## src/design/vgm_pkg.sv

```systemverilog
`timescale 1ns / 1ps
// ----------------------------------------------------------------------------
// vgm_pkg: shared constants and types of the VGM PSG command player
// Command opcodes, register map, sizes and the controller/datapath bundles.
// ----------------------------------------------------------------------------
package vgm_pkg;

  // Sizes
  localparam int ADDR_WIDTH = 16;
  localparam int MAX_RUN    = 32;
  localparam int RUN_CAP    = (MAX_RUN < 32) ? MAX_RUN : 32;
  localparam int RUN_W      = (RUN_CAP > 1) ? $clog2(RUN_CAP) : 1;
  localparam int MEM_DEPTH  = 1 << ADDR_WIDTH;
  localparam int WAIT_W     = 17;
  localparam int PADDR_W    = 4;
  localparam int PDATA_W    = 32;

  localparam logic [WAIT_W-1:0] WAIT_MAX = '1;

  // Command bytes
  localparam logic [7:0] CMD_SKIP2      = 8'h4F;
  localparam logic [7:0] CMD_PSG        = 8'h50;
  localparam logic [7:0] CMD_WAIT_ARG   = 8'h61;
  localparam logic [7:0] CMD_WAIT_SHORT = 8'h62;
  localparam logic [7:0] CMD_WAIT_LONG  = 8'h63;
  localparam logic [7:0] CMD_END        = 8'h66;

  // Reset values
  localparam logic [15:0] LOOP_RESET  = 16'h006B;
  localparam logic [15:0] START_RESET = 16'h0040;
  localparam logic [15:0] SHORT_RESET = 16'd4;
  localparam logic [15:0] LONG_RESET  = 16'd9;

  // Register indexes (paddr[3:2])
  localparam logic [1:0] REG_LOOP_ADDRESS = 2'd0;
  localparam logic [1:0] REG_SHORT_WAIT   = 2'd1;
  localparam logic [1:0] REG_LONG_WAIT    = 2'd2;

  // Request kinds
  localparam logic REQ_LOAD = 1'b0;
  localparam logic REQ_TICK = 1'b1;

  typedef enum logic [1:0] {
    RD_PTR,
    RD_PTR_P1,
    RD_PTR_P2
  } rd_sel_t;

  typedef enum logic [2:0] {
    PTR_HOLD,
    PTR_ADD1,
    PTR_ADD2,
    PTR_ADD3,
    PTR_LOOP
  } ptr_op_t;

  typedef enum logic [1:0] {
    WAIT_HOLD,
    WAIT_DEC,
    WAIT_ADD_SHORT,
    WAIT_ADD_LONG
  } wait_op_t;

  // Controller to datapath
  typedef struct packed {
    logic     in_ready;
    logic     mem_we;
    logic     rd_en;
    rd_sel_t  rd_sel;
    ptr_op_t  ptr_op;
    wait_op_t wait_op;
    logic     latch_data;
    logic     emit;
    logic     emit_write;
    logic     emit_last;
    logic     run_clr;
    logic     run_inc;
  } vgm_cmd_t;

  // Datapath to controller
  typedef struct packed {
    logic       req_valid;
    logic       req_type;
    logic       wait_zero;
    logic [7:0] rdata;
    logic       slot_free;
    logic       run_last;
  } vgm_sts_t;

endpackage

```

## src/design/vgm_ctrl.sv

```systemverilog
`timescale 1ns / 1ps
// ----------------------------------------------------------------------------
// vgm_ctrl: command sequencer of the VGM PSG command player
// Takes loads into memory and steps each tick through wait countdown, command fetch, decode and PSG runs.
// ----------------------------------------------------------------------------
module vgm_ctrl (
  input  logic               clk,
  input  logic               rst,
  input  vgm_pkg::vgm_sts_t  sts,
  output vgm_pkg::vgm_cmd_t  cmd
);

  typedef enum logic [2:0] {
    S_IDLE,
    S_WAITDEC,
    S_CMD,
    S_DATA,
    S_PEEK,
    S_NOWR
  } state_t;

  state_t state;
  state_t state_next;
  logic   more;

  // Another write follows in this tick
  assign more = (sts.rdata == vgm_pkg::CMD_PSG) && !sts.run_last;

  // Hold state
  always_ff @(posedge clk) begin
    if (rst) begin
      state <= S_IDLE;
    end else begin
      state <= state_next;
    end
  end

  // Decode state into datapath commands
  always_comb begin
    cmd            = '0;
    cmd.rd_sel     = vgm_pkg::RD_PTR;
    cmd.ptr_op     = vgm_pkg::PTR_HOLD;
    cmd.wait_op    = vgm_pkg::WAIT_HOLD;
    state_next     = state;
    case (state)
      S_IDLE: begin
        cmd.in_ready = 1'b1;
        if (sts.req_valid) begin
          if (sts.req_type == vgm_pkg::REQ_LOAD) begin
            cmd.mem_we = 1'b1;
          end else if (sts.wait_zero) begin
            cmd.rd_en  = 1'b1;
            state_next = S_CMD;
          end else begin
            state_next = S_WAITDEC;
          end
        end
      end
      S_WAITDEC: begin
        if (sts.slot_free) begin
          cmd.wait_op   = vgm_pkg::WAIT_DEC;
          cmd.emit      = 1'b1;
          cmd.emit_last = 1'b1;
          state_next    = S_IDLE;
        end
      end
      S_CMD: begin
        state_next = S_NOWR;
        case (sts.rdata)
          vgm_pkg::CMD_PSG: begin
            cmd.rd_en  = 1'b1;
            cmd.rd_sel = vgm_pkg::RD_PTR_P1;
            state_next = S_DATA;
          end
          vgm_pkg::CMD_SKIP2:    cmd.ptr_op = vgm_pkg::PTR_ADD2;
          vgm_pkg::CMD_WAIT_ARG: cmd.ptr_op = vgm_pkg::PTR_ADD3;
          vgm_pkg::CMD_WAIT_SHORT: begin
            cmd.ptr_op  = vgm_pkg::PTR_ADD1;
            cmd.wait_op = vgm_pkg::WAIT_ADD_SHORT;
          end
          vgm_pkg::CMD_WAIT_LONG: begin
            cmd.ptr_op  = vgm_pkg::PTR_ADD1;
            cmd.wait_op = vgm_pkg::WAIT_ADD_LONG;
          end
          vgm_pkg::CMD_END:      cmd.ptr_op = vgm_pkg::PTR_LOOP;
          default:               cmd.ptr_op = vgm_pkg::PTR_ADD1;
        endcase
      end
      S_DATA: begin
        // Capture the data byte, step over the command, peek the next one
        cmd.latch_data = 1'b1;
        cmd.ptr_op     = vgm_pkg::PTR_ADD2;
        cmd.rd_en      = 1'b1;
        cmd.rd_sel     = vgm_pkg::RD_PTR_P2;
        state_next     = S_PEEK;
      end
      S_PEEK: begin
        if (sts.slot_free) begin
          cmd.emit       = 1'b1;
          cmd.emit_write = 1'b1;
          cmd.emit_last  = !more;
          if (more) begin
            cmd.run_inc = 1'b1;
            cmd.rd_en   = 1'b1;
            cmd.rd_sel  = vgm_pkg::RD_PTR_P1;
            state_next  = S_DATA;
          end else begin
            cmd.run_clr = 1'b1;
            state_next  = S_IDLE;
          end
        end
      end
      S_NOWR: begin
        if (sts.slot_free) begin
          cmd.emit      = 1'b1;
          cmd.emit_last = 1'b1;
          state_next    = S_IDLE;
        end
      end
      default: begin
        state_next = S_IDLE;
      end
    endcase
  end

`ifndef SYNTHESIS
  a_emit_slot: assert property (@(posedge clk) disable iff (rst)
    cmd.emit |-> sts.slot_free)
    else $error("result loaded while output register is occupied");

  a_wait_dec: assert property (@(posedge clk) disable iff (rst)
    (cmd.wait_op == vgm_pkg::WAIT_DEC) |-> !sts.wait_zero)
    else $error("wait decremented below zero");

  a_tick_busy: assert property (@(posedge clk) disable iff (rst)
    (state == S_IDLE && sts.req_valid && sts.req_type == vgm_pkg::REQ_TICK)
      |=> (state != S_IDLE))
    else $error("tick accepted without leaving idle");

  a_run_cap: assert property (@(posedge clk) disable iff (rst)
    cmd.run_inc |-> !sts.run_last)
    else $error("run counter stepped past the cap");
`endif

endmodule

```

## config.mk

```make
export PLATFORM = sky130hd
export DESIGN_NAME = vgm_ctrl
export DESIGN_NICKNAME = d
export VERILOG_FILES = /design/src/design/vgm_pkg.sv /design/src/design/vgm_ctrl.sv
export SDC_FILE = /design/constraint.sdc
export NUM_CORES = 1
export LEC_CHECK = 0
export BUFFER_PORTS_ARGS = -buffer_cell sky130_fd_sc_hd__buf_2
export CORE_AREA = 2 2 39 41
export DETAILED_ROUTE_END_ITERATION = 10
export DIE_AREA = 0 0 41 43
export GPL_ROUTABILITY_DRIVEN = 0
export MAX_ROUTING_LAYER = met4
export PLACE_DENSITY = 0.71
export SLEW_MARGIN = 0
export SYNTH_ARGS = -nofsm -noshare
export SYNTH_HDL_FRONTEND = slang
export SYNTH_SLANG_ARGS = --single-unit
```

## constraint.sdc

```tcl
create_clock -name clk -period 1.3 [get_ports clk]
set_input_delay 0.13 -clock clk [delete_from_list [all_inputs] [get_ports clk]]
set_output_delay 0.13 -clock clk [all_outputs]
set_load 0.03 [all_outputs]
```

# Yosys cells after proc, flatten, opt, wreduce, memory -nomap -nowiden
# Index checks and enable logic that the tools add are counted.
# W data, S select, Z words.
[totals] reg_bits=3 in_bits=15 word_cells=54
[op_classes] eq_ne=15 muxes=32 reduce_logical=6
[ops] op="$eq A8 B7 Y1 const B" count=6
[ops] op="$mux W3" count=8
[ops] op="$pmux W3 S5" count=1
[ops] op="$pmux W3 S4" count=1
[ops] op="$mux W2" count=5
[ops] op="$mux W1" count=9
[ops] op="$pmux W2 S2" count=2
[ops] op="$eq A3 B2 Y1 const B" count=2
[ops] op="$eq A3 B3 Y1 const B" count=2
[ops] op="$ne A2 B2 Y1 const B" count=3
[ops] op="$pmux W2 S3" count=1
[ops] op="$pmux W3 S2" count=1
[ops] op="$mux W5" count=1
[ops] op="$pmux W1 S2" count=2
[ops] op="$pmux W1 S4" count=1
[ops] op="$reduce_and A4 Y1" count=1
[ops] op="$eq A3 B1 Y1 const B" count=1
[ops] op="$logic_not A3 Y1" count=1
[ops] op="$logic_not A1 Y1" count=2
[ops] op="$ne A2 B1 Y1 const B" count=1
[ops] op="$reduce_or A2 Y1" count=1
[ops] op="$logic_and A1 B1 Y1" count=1

# Depth between registers and ports, before layout
# Gate-level depths: netlist of the first run.
[logic_depth] depth_word=5 ltp_mapped=5 mapped_depth_nobuf=4

# Worst setup path before layout of the first run
# Ideal clock, no wire load.
[synth_path] path_kind="register -> output" start="register state[2]" end="output port cmd[1] (netlist name)" arrival_time_ns=1.796 required_time_ns=1.170 path_slack_ns=-0.626 path_stages_with_launch=4 cell_sequence="dfxtp_1 -> buf_4 -> nor3b_1 -> o21a_1"
[synth_rtl] item="from (decl)" line="vgm_ctrl.sv:22" rtl="state_t state;"
[synth_rtl] item="from (signal assigned)" line="vgm_ctrl.sv:34" rtl="state <= state_next;"
[synth_rtl] item="to (decl)" line="vgm_ctrl.sv:10" rtl="output vgm_pkg::vgm_cmd_t cmd"

==> impl_metrics.yaml, run 1 <==
timing:
  finalClockSkew_ns: 0.00702
  slew_headroom: 0.805
  fmaxAchievable_mhz: 642
  worstMarginPinSlew_ns: 0.291
  post-route-min-period_ns: 1.56
  worst_slack_ns: -0.257
  grt_setup_unrepaired: "yes"
  final_max_slew_viol_count: 0
  hold-worst-slack_ns: 0.0945
  setup_viol: 16
  setup_tns_ns: -2.17
  hold_violations: 0
  fin_crit_sh: 1.20
grt:
  track_usage: 0.274
  grt_pass1_wl_um: 3300
  grt.overflow.total: 0
  grt_pass1_vias: 805
  grt_start_max_net_pins: 8
  grt_antenna_before_repair: 0
cts:
  cts_root_buf: "clkbuf_4"
  clk_pin_slew_ns: 0.04
  clockBufferDepth: 2
  cts.sinks: 3
  clk_latency_ns: 0.24
  numCtsBuffers: 3
  cts_hold_buf: 0
  h-tree-depth: 1
  tritoncts: "yes"
yosys:
  synth_cell_type_count: 34
  synth_fp_nets: 83
  yosysWarnings: 0
  syn_inst: 68
  syn_avg_cell_area_um2: 7.86
  async_flop_share: 0
  ys_seq_elements: 3
  synth_edf_count: 0
  yosysTopAreaCell: "dfxtp_1"
  netlist_area_um2: 534
  yosysMostFrequentCell: "nor2_1"
  synthTopCellsByArea: "dfxtp_1, nor2_1, a21oi_1"
  ys.flop_type: "dfxtp_1"
  synth_top_area_frac: 0.112
  synthTopCellsByCount: "nor2_1, a21oi_1, nand2_1"
  yosysSeqAreaShare: 0.112
layout:
  drive_above_1_share: 0.746
  largestRegisters: "state x3"
  largest-register: "state"
  fin_area_um2: 1170
  seqCellArea_um2: 71.3
  largest_reg_flops: 3
  n_antenna_cell: 0
  n_fill_cell: 82
  nets: 142
  multi_input_area_um2: 593
  syn2layout_area_growth_pct: 120
flow_run:
  timing.max_cap.violations: 0
worst_setup_path:
  rrSetupSlack_ns: 0.02
  critPathCaptureType: "output pin"
  crit_path_max_fanout: 6
  worstPathRequired_ns: 1.17
  crit_arrival_ns: 1.43
  timing.rr.end: "state[0]"
  worstRegToRegCells: 5
  r2r_start: "state[2]"
  startpoint_type: "flop"
  crit_start: "state[2]"
  crit_type: "flop to output pin"
placed_design:
  dp_slack_ns: -0.101
  placed_area_um2: 868
  port_buffers: 30
  place_hpwl_um: 1380
route:
  wire_per_inst_um: 16.8
  antenna_left: 0
  vias: 810
  vias_per_cell: 5.70
  drt_iter0_markers: 11
  dr.pass1.iters: 4
  drc: 0
  finalWirelength_um: 2390
floorplanning:
  io_pins: 31
  core_area_um2: 1380
  die-area_um2: 1760
  rows: 14
  die_w_um: 41
  dieHeight_um: 43
  initial_core_util: 0.386
worst_hold_path:
  hp-class: "input port to flop"
  holdPathStages: 2
  hp-start: "rst"
  min_to: "state[1]"
pwr:
  switchingPower_w: 0.000238
  p_comb_frac: 0.552
  peakVddDrop_v: 0.000537
  p_per_area_nw_per_um2: 520
  pwr-share-seq: 0.169
  internal-power_w: 0.000373
  switching_share: 0.390
  p_leak_nw: 0.497
  totalPowerFinal_w: 0.000611
  pwr-share-clk: 0.279
status:
  status: "finished with violations"
  violations: "negative setup slack"
## kinds of logic (layout without fill, tap and decap cells)
family / count (synthesis) / in the layout / synth area share
flops: 3 / 3 / 0.112
simple gates: 40 / 40 / 0.560
buf+inv: 5 / 63 / 0.0632
mux: 1 / 1 / 0.0187
compound gates: 19 / 19 / 0.246
## worst max path at each step
stage,end,slack [ns],depth (start not counted)
CTS,cmd[6],-0.21,5
finish,cmd[13],-0.26,5
global route,cmd[13],-0.29,5
floorplan,cmd[6],-0.29,5
global placement,cmd[13],-0.1,6
detailed placement,cmd[13],-0.10,6
## through the flow
stage	util	cells
3_3_place_gp	0.627	129
6_report	0.849	142
4_1_cts	0.775	138
2_1_floorplan	-	68
5_1_grt	0.849	142
3_5_place_dp	0.627	129
## power groups by stage
stage	registers (W)	clock network, W	logic (W)
after floorplan	0.000103	0	0.000134
after global placement	0.000108	0	0.000229
after detailed placement	0.000108	0	0.000235
after CTS	0.000103	0.000173	0.000296
after global routing	0.000104	0.000183	0.000355
final	0.000103	0.000171	0.000337
## per-layer routing
layer / track usage / vias to the layer above / part of all wire
li1: - / 370 / -
met1: 0.307 / 394 / 0.36
met5: - / - / 0
met3: 0.0157 / 13 / 0.038
met4: 0.133 / 0 / 0.047
met2: 0.463 / 33 / 0.55
## worst max-delay path, cell delays in order (launching register included)
cell     delay, ns
dfxtp_4       0.38
and2b_2       0.26
a31oi_4       0.18
o21a_1        0.20
nor3_4        0.04
buf_6         0.14
## layout make-up
class                      count  share of cell area
multi-input combinational     60               0.505
timing repair buffer          57               0.389
clock buffer                   4              0.0224
sequential                     3              0.0607
inverter                       2             0.00639
tap                           16              0.0170
## layout by cell type, fill, tap and decap left out, drive strengths merged
cell	n
a21o	1
a21oi	6
a221oi	1
a2bb2oi	1
a31oi	2
and2b	2
and3b	1
and4b	2
buf	57
clkbuf	4
dfxtp	3
inv	2
mux2i	1
nand2	6
nand2b	2
nand3	2
nand4	2
nor2	10
nor2b	1
nor3	6
nor3b	4
nor4	1
nor4b	1
o211ai	1
o21a	3
o21ai	2
o31a	2
## timing repair
action | CTS | global route
hold endpoints to repair | 0 | 0
cloned | 0 | 0
gates resized for setup | 42 | 18
setup endpoints to repair | 17 | 18
pin swaps | 7 | 5
setup buffers | 6 | 4
(Power assumes the default switching activity.)
==> inputs of run 2 (changes only) <==
--- a/config.mk
+++ b/config.mk
@@ -6,12 +6,13 @@
 export NUM_CORES = 1
 export LEC_CHECK = 0
 export BUFFER_PORTS_ARGS = -buffer_cell sky130_fd_sc_hd__buf_2
-export CORE_AREA = 2 2 39 41
+export CORE_MARGIN = 2
+export CORE_UTILIZATION = 25
 export DETAILED_ROUTE_END_ITERATION = 10
-export DIE_AREA = 0 0 41 43
 export GPL_ROUTABILITY_DRIVEN = 0
 export MAX_ROUTING_LAYER = met4
-export PLACE_DENSITY = 0.71
+export PLACE_DENSITY = 0.48
+export SETUP_SLACK_MARGIN = 0.05
 export SLEW_MARGIN = 0
 export SYNTH_ARGS = -nofsm -noshare
 export SYNTH_HDL_FRONTEND = slang
==> run 2 against run 1 <==
The flow still finishes with violations (negative setup slack). Highest routed layer is now met3. Maximum frequency rose by 4.6%. Non-clock buffer count rose by 1. Critical path type unchanged. Cell area rose by 5.9%.
==> impl_metrics.yaml, run 2 (synthesis gave the netlist of run 1 again) <==
worst_setup_path:
  r2r_start: "state[2]"
  cp.depth: 4
  critPathCaptureType: "output pin"
  crit_path_top_delay_cell: "dfxtp_4"
  crit_start: "state[1]"
  crit_type: "flop to output pin"
  crit_arrival_ns: 1.36
  startpoint_type: "flop"
  crit_path_max_incr_delay_ns: 0.36
  timing.rr.end: "state[1]"
  rrSetupSlack_ns: -0.05
  path_delay_family: "flip-flops"
  worstPathRequired_ns: 1.17
  path_buf_inv: 1
  crit_chain: "nand2b_4 -> o31a_1 -> nor3_4 -> buf_6"
  crit_path_max_fanout: 6
  worstRegToRegCells: 6
cts:
  tritoncts: "yes"
  cts_root_buf: "clkbuf_4"
  h-tree-depth: 1
  clockBufferDepth: 2
  clk_pin_slew_ns: 0.04
  clk_latency_ns: 0.23
  numCtsBuffers: 3
  cts.sinks: 3
timing:
  finalClockSkew_ns: 0.00407
  worst_slack_ns: -0.189
  worstMarginPinSlew_ns: 0.296
  hold_violations: 0
  slew_headroom: 0.802
  fmaxAchievable_mhz: 671
  post-route-min-period_ns: 1.49
  grt_setup_unrepaired: "yes"
  fin_crit_sh: 1.15
  final_max_slew_viol_count: 0
  hold-worst-slack_ns: 0.0937
  setup_viol: 12
  setup_tns_ns: -1.05
grt:
  grt_pass1_wl_um: 3150
  grt_pass1_vias: 771
  track_usage: 0.158
  grt.overflow.total: 0
  grt_start_max_net_pins: 8
  grt_antenna_before_repair: 0
layout:
  largest-register: "state"
  nets: 143
  n_fill_cell: 157
  fin_area_um2: 1240
  largest_reg_flops: 3
  n_antenna_cell: 0
  seqCellArea_um2: 71.3
  syn2layout_area_growth_pct: 133
  multi_input_area_um2: 607
  drive_above_1_share: 0.772
  largestRegisters: "state x3"
  final_cell_mix: "buf_4, buf_6, buf_2, nor2_1"
placed_design:
  port_buffers: 30
  place_hpwl_um: 1380
  dp_slack_ns: -0.151
  placed_area_um2: 895
floorplanning:
  die-area_um2: 2520
  core_area_um2: 1980
  io_pins: 31
  die_w_um: 50.2
  initial_core_util: 0.270
  rows: 16
  dieHeight_um: 50.2
pwr:
  totalPowerFinal_w: 0.000590
  peakVddDrop_v: 0.000779
  p_per_area_nw_per_um2: 474
  p_leak_nw: 0.514
status:
  violations: "negative setup slack"
  status: "finished with violations"
worst_hold_path:
  hp-start: "rst"
  min_to: "state[2]"
  hp-class: "input port to flop"
  holdPathStages: 2
route:
  dr.pass1.iters: 2
  drt_iter0_markers: 3
  wire_per_inst_um: 12.4
  drc: 0
  vias: 746
  finalWirelength_um: 1910
  antenna_left: 0
  vias_per_cell: 4.84
flow_run:
  timing.max_cap.violations: 0
==> run 2: how the worst max path moves through the flow <==
| stage | end |
|---|---|
| 2_1_floorplan | cmd[6] |
| 3_3_place_gp | cmd[13] |
| 5_1_grt | cmd[6] |
| 3_5_place_dp | cmd[13] |
| 6_report | cmd[13] |
| 4_1_cts | cmd[13] |
==> run 2: metrics by stage <==
step / utilization / instances
6_report: 0.628 / 154
5_1_grt: 0.628 / 154
4_1_cts: 0.578 / 154
3_5_place_dp: 0.451 / 140
3_3_place_gp: 0.451 / 140
2_1_floorplan: - / 68
==> run 2: report_power, final <==
part	leakage (nW)	internal, W	switching (W)
logic	0.472	0.000160	0.000164
clock network	0.0150	0.000115	0.0000462
registers	0.0267	0.0000940	0.0000109
==> run 2: per-layer routing <==
| layer | vias to the layer above | routed length (um) | GRT usage |
|---|---|---|---|
| met2 | 19 | 1020 | 0.250 |
| met5 | - | 0 | - |
| met4 | 0 | 0 | 0.0278 |
| met3 | 0 | 88 | 0.0327 |
| met1 | 349 | 797 | 0.211 |
| li1 | 378 | - | - |
==> run 2: repair_timing <==
action / in CTS / in global routing
hold buffers: 0 / 0
endpoints found under the hold margin: 0 / 0
cloned: 0 / 0
setup endpoints to repair: 18 / 18
buffers inserted: 10 / 3
resized for setup: 47 / 25
pin swaps: 14 / 7
==> run 2: area by class of cell <==
cell class | instances | share of cell area
Sequential cell | 3 | 0.0573
Multi-Input combinational cell | 60 | 0.488
Inverter | 2 | 0.00604
Tap cell | 27 | 0.0272
Timing Repair Buffer | 58 | 0.400
Clock buffer | 4 | 0.0211
